$ cat src/ilha_pkg.sv
// Shared types, constants and helpers for the implicit-list heap allocator.
// Used by ilha_alu and implicit_list_heap_allocator; no dependencies.
`default_nettype none
package ilha_pkg;

  localparam logic [31:0] HEAP_BYTES = 32'd65536;
  localparam logic [31:0] HEAP_WORDS = HEAP_BYTES / 4;
  localparam int          MEM_AW     = $clog2(HEAP_WORDS);

  localparam logic [16:0] CHUNK_RST  = 17'd256;
  localparam logic [16:0] INIT_BRK   = 17'd8;
  localparam logic [31:0] HEAD_WORD  = 32'h1;
  localparam logic [31:0] FIRST_HDR  = 32'h3;

  localparam logic [1:0]  ST_DONE    = 2'd0;
  localparam logic [1:0]  ST_EXHAUST = 2'd1;
  localparam logic [1:0]  ST_NULL    = 2'd2;

  typedef enum logic [2:0] {
    ACT_MALLOC  = 3'd0,
    ACT_FREE    = 3'd1,
    ACT_REALLOC = 3'd2,
    ACT_READ    = 3'd3,
    ACT_WRITE   = 3'd4
  } action_t;

  typedef enum logic {ALU_ADD, ALU_SUB} alu_op_t;

  typedef struct packed {
    alu_op_t     op;
    logic [31:0] a;
    logic [31:0] b;
  } alu_req_t;

  typedef struct packed {
    logic [31:0] y;
    logic        borrow;
  } alu_rsp_t;

  // block size field of a header word
  function automatic logic [31:0] hsize(input logic [31:0] h);
    return {h[31:3], 3'b000};
  endfunction

endpackage
`default_nettype wire

$ cat src/ilha_alu.sv
// Shared 32-bit add/subtract unit with borrow flag for the allocator sequencer.
// Depends on ilha_pkg.
`default_nettype none
module ilha_alu import ilha_pkg::*; (
  input  alu_req_t req,
  output alu_rsp_t rsp
);

  logic        sub;
  logic [32:0] sum;

  assign sub = (req.op == ALU_SUB);
  assign sum = {1'b0, req.a} + {1'b0, (sub ? ~req.b : req.b)} + {32'b0, sub};

  assign rsp.y      = sum[31:0];
  assign rsp.borrow = sub & ~sum[32];   // a < b on subtract

endmodule
`default_nettype wire

$ cat config.mk
export PLATFORM = sky130hd
export DESIGN_NAME = ilha_alu
export DESIGN_NICKNAME = d
export VERILOG_FILES = /design/src/ilha_pkg.sv /design/src/ilha_alu.sv
export SDC_FILE = /design/constraint.sdc
export NUM_CORES = 1
export LEC_CHECK = 0
export ABC_CLOCK_PERIOD_IN_PS = 3400
export BUFFER_PORTS_ARGS = -buffer_cell sky130_fd_sc_hd__buf_2
export CAP_MARGIN = 20
export CORE_ASPECT_RATIO = 0.8
export CORE_MARGIN = 5
export CORE_UTILIZATION = 46
export DETAILED_ROUTE_END_ITERATION = 6
export PLACE_DENSITY = 0.8
export SETUP_SLACK_MARGIN = 0.2
export SLEW_MARGIN = 20
export SYNTH_ARGS = -nofsm -noshare
export SYNTH_HDL_FRONTEND = slang
export SYNTH_SLANG_ARGS = --single-unit
$ cat constraint.sdc
create_clock -name vclk -period 3.4
set_input_delay 0.51 -clock vclk [all_inputs]
set_output_delay 0.51 -clock vclk [all_outputs]
set_load 0.01 [all_outputs]
Word-level counts from Yosys, hierarchy flattened
Cells that the tools add are included.

storage, ports and cells
  bits in registers = 0
  output and inout bits = 33
  logic and storage cells = 6

cells by class
  add/subtract/negate cells = 2
  multiplexer cells = 1
  bitwise gates (word level) = 3

operator list
  operator        number
  $add 32x32->33  1
  $add 33x1->33   1
  $mux 32         1
  $not 32->32     1
  $and 1x1->1     1
  $not 1->1       1

Logic depth before layout (Yosys ltp)
  depth in word-level cells = 6
  depth in mapped cells = 12
  gate-level depth less buffers = 10

Worst setup path after synthesis
OpenSTA, ideal clock, no wires.

  path type = input-to-output
  start point = input port req[64] (netlist name)
  end point = output port rsp[0] (netlist name)
  data arrival time = 3,006 ps
  data required time = 2,890 ps
  setup slack = -116 ps
  stages = 11
  buffers on the path = 2
  cell sequence = buf_2 -> buf_1 -> xor2_1 -> ha_1 -> a21o_1 -> a21oi_4 -> a21oi_2 -> o21ba_1 -> o32a_4 -> a21oi_4 -> o2111a_1

RTL lines
  element          line           text
  start, declared  ilha_alu.sv:5  input alu_req_t req,
  end, declared    ilha_alu.sv:6  output alu_rsp_t rsp

==> results_dict.tcl <==
set metrics [dict create \
    tightest_slew_ns 0.425 \
    pin_count 98 \
    drt-initial-drc-count 487 \
    status "finished with violations" \
    violations "design-rule violations, negative setup slack" \
    end_kind "output pin" \
    die_h_um 72.4 \
    nFillCells 232 \
    syn-num-nets 396 \
    fp.dieW_um 88.0 \
    stdcell_count 522 \
    grt_max_degree 10 \
    cp_max_fo 7 \
    antenna_found_initial 0 \
    antennaDiodeCount 0 \
    drc 3 \
    seq_area_frac_synth_pct 0 \
    setup_slack_ns -0.131 \
    cpMaxStageDelayCell "a31oi_1" \
    min_period_ns 3.53 \
    cp_slowest_stage_delay_ns 0.33 \
    grt-ovfl-total 0 \
    dpl-instance-area_um2 3110 \
    dieArea_um2 6370 \
    cp_top_family "compound AO/OA/AOI/OAI gates" \
    place_congestion 0.885 \
    worstPathRequired_ns 2.89 \
    finalNetCount 561 \
    crit_chain "buf_8 > buf_12 > buf_12 > xor2_4 > ha_4 > a21oi_2 > o21ai_0 > a31oi_1 > a21boi_2 > o31a_1 > and3_4 > a211oi_2 > buf_2" \
    criticalPathCategory "input port to output pin" \
    first_global_vias 2815 \
    cp.arrival_ns 3.02 \
    total_power_mw 1.33 \
    regArea_um2 0 \
    postLayoutCellArea_um2 3970 \
    avgRoutedWirePerCell_um 20.3 \
    relSlewSlack_pct 71.5 \
    finalSetupViolations 8 \
    p_leak_nw 1.85 \
    first_pass_iters 7 \
    nClkBuffers 0 \
    rsz0062_at_grt "yes" \
    row_count 22 \
    crit_buf_inv 4 \
    finalWirelength_mm 10.6 \
    place_hpwl_mm 6.05 \
    yosys_warnings 0 \
    start_util_pct 48.1 \
    fmax_mhz 283 \
    syn_to_final_growth_pct 77.6 \
    grt_pass1_wl_mm 12.5 \
    finalMaxSlewViolations 0 \
    core_um2 4650 \
    postRouteAntennaNets 0 \
    power_density_nw_per_um2 334 \
    utilization_pct 85.4 \
    fin_setup_tns_ns -0.409 \
    port_buffers 98 \
    vdd_drop_max_v 0.000212 \
    synth_cell_types 55 \
    crit_top_cell "buf_12" \
    finalHoldViolCount 0 \
    max_cap_violations 0 \
    synth.cell_area_um2 2240 \
    vias_per_cell 6.32 \
    vias 3300 \
    grt_usage_pct 23.1 \
    dpl.cell_count 487 \
    min_path_type "input port to output pin" \
    seq_cell_count 0 \
    start_kind "input port" \
    synth.avg_cell_area_um2 7.48 \
    drive_gt1_share_pct 57.6 \
    syn_inst 299 \
    period_share_pct 104 \
]
[metrics by stage]
stage | worst slack, ns | hold slack [ns]
final | -0.131 | 1.33
after floorplan | 0.202 | 1.10
after global placement | -0.0462 | 1.33
after detailed placement | -0.0422 | 1.33
after CTS | 0.0607 | 1.33
after global routing | -0.157 | 1.34
[path summary, 6_finish.rpt]
path	depth (start not counted)	to	start	slack [ns]
worst max-delay path	13	rsp[28]	req[64]	-0.13
worst min-delay path	3	rsp[1]	req[32]	1.33
[synth_stat cells, drive strengths merged, types with 4 or more instances]
master | instances | area [um^2]
clkbuf | 5 | 18.8
buf | 11 | 57.6
a21o | 14 | 105
o21bai | 8 | 63.8
a31oi | 6 | 43.8
nand2 | 23 | 86.3
nor2 | 16 | 60.1
nand4 | 7 | 43.8
o21a | 4 | 30.0
ha | 31 | 388
xor2 | 43 | 377
nand2b | 4 | 25.0
a21oi | 31 | 193
o21ai | 18 | 101
xnor2 | 17 | 149
inv | 8 | 30.0
a211oi | 6 | 55.1
nand3 | 9 | 45.0
[cell usage in the layout, fill, tap and decap left out, types with 5 or more instances in the layout]
| cell | count |
|---|---|
| nand2_1 | 17 |
| o21ai_0 | 11 |
| buf_12 | 5 |
| buf_6 | 12 |
| ha_1 | 18 |
| xor2_2 | 11 |
| ha_4 | 11 |
| inv_1 | 8 |
| xor2_1 | 31 |
| a21o_1 | 14 |
| a21oi_1 | 15 |
| buf_2 | 97 |
| buf_4 | 64 |
| xnor2_1 | 16 |
| nor2_1 | 15 |
| nand3_1 | 6 |
| a21oi_2 | 13 |
| o21bai_1 | 5 |
| nand4_1 | 7 |
[area by class of cell]
class	count	area, um^2	area share [%]
Inverter	8	30.0	0.756
Multi-Input combinational cell	275	2650	66.7
Tap cell	60	75.1	1.89
Timing Repair Buffer	179	1220	30.6
[metal layers]
metal | track usage [%] | vias to the layer above | routed length (um)
met4 | 5.79 | 0 | 561
met3 | 1.82 | 84 | 1090
li1 | - | 1421 | -
met5 | 0 | - | 0
met2 | 38.9 | 272 | 4950
met1 | 31.6 | 1523 | 4020
[cell families (layout without fill, tap and decap cells)]
group / Yosys count / count (layout) / synth area share (%)
AO/OA/AOI/OAI: 110 / 110 / 37.1
AND/OR/NAND/NOR: 72 / 72 / 15.4
XOR/XNOR: 60 / 60 / 23.5
adder cells (fa/ha/maj): 32 / 32 / 18.2
buffers and inverters: 24 / 187 / 4.75
multiplexers: 1 / 1 / 1.01
[report_power, final]
part           switching, mW  internal, mW
Clock                      0             0
Sequential                 0             0
Combinational          0.700         0.627
[timing repair]
item,CTS,global route
setup endpoints to repair,15,18
hold buffers,0,0
setup buffers,17,18
gates resized for setup,43,64
pin swaps,42,44
Power figures use the tool's default switching activity.
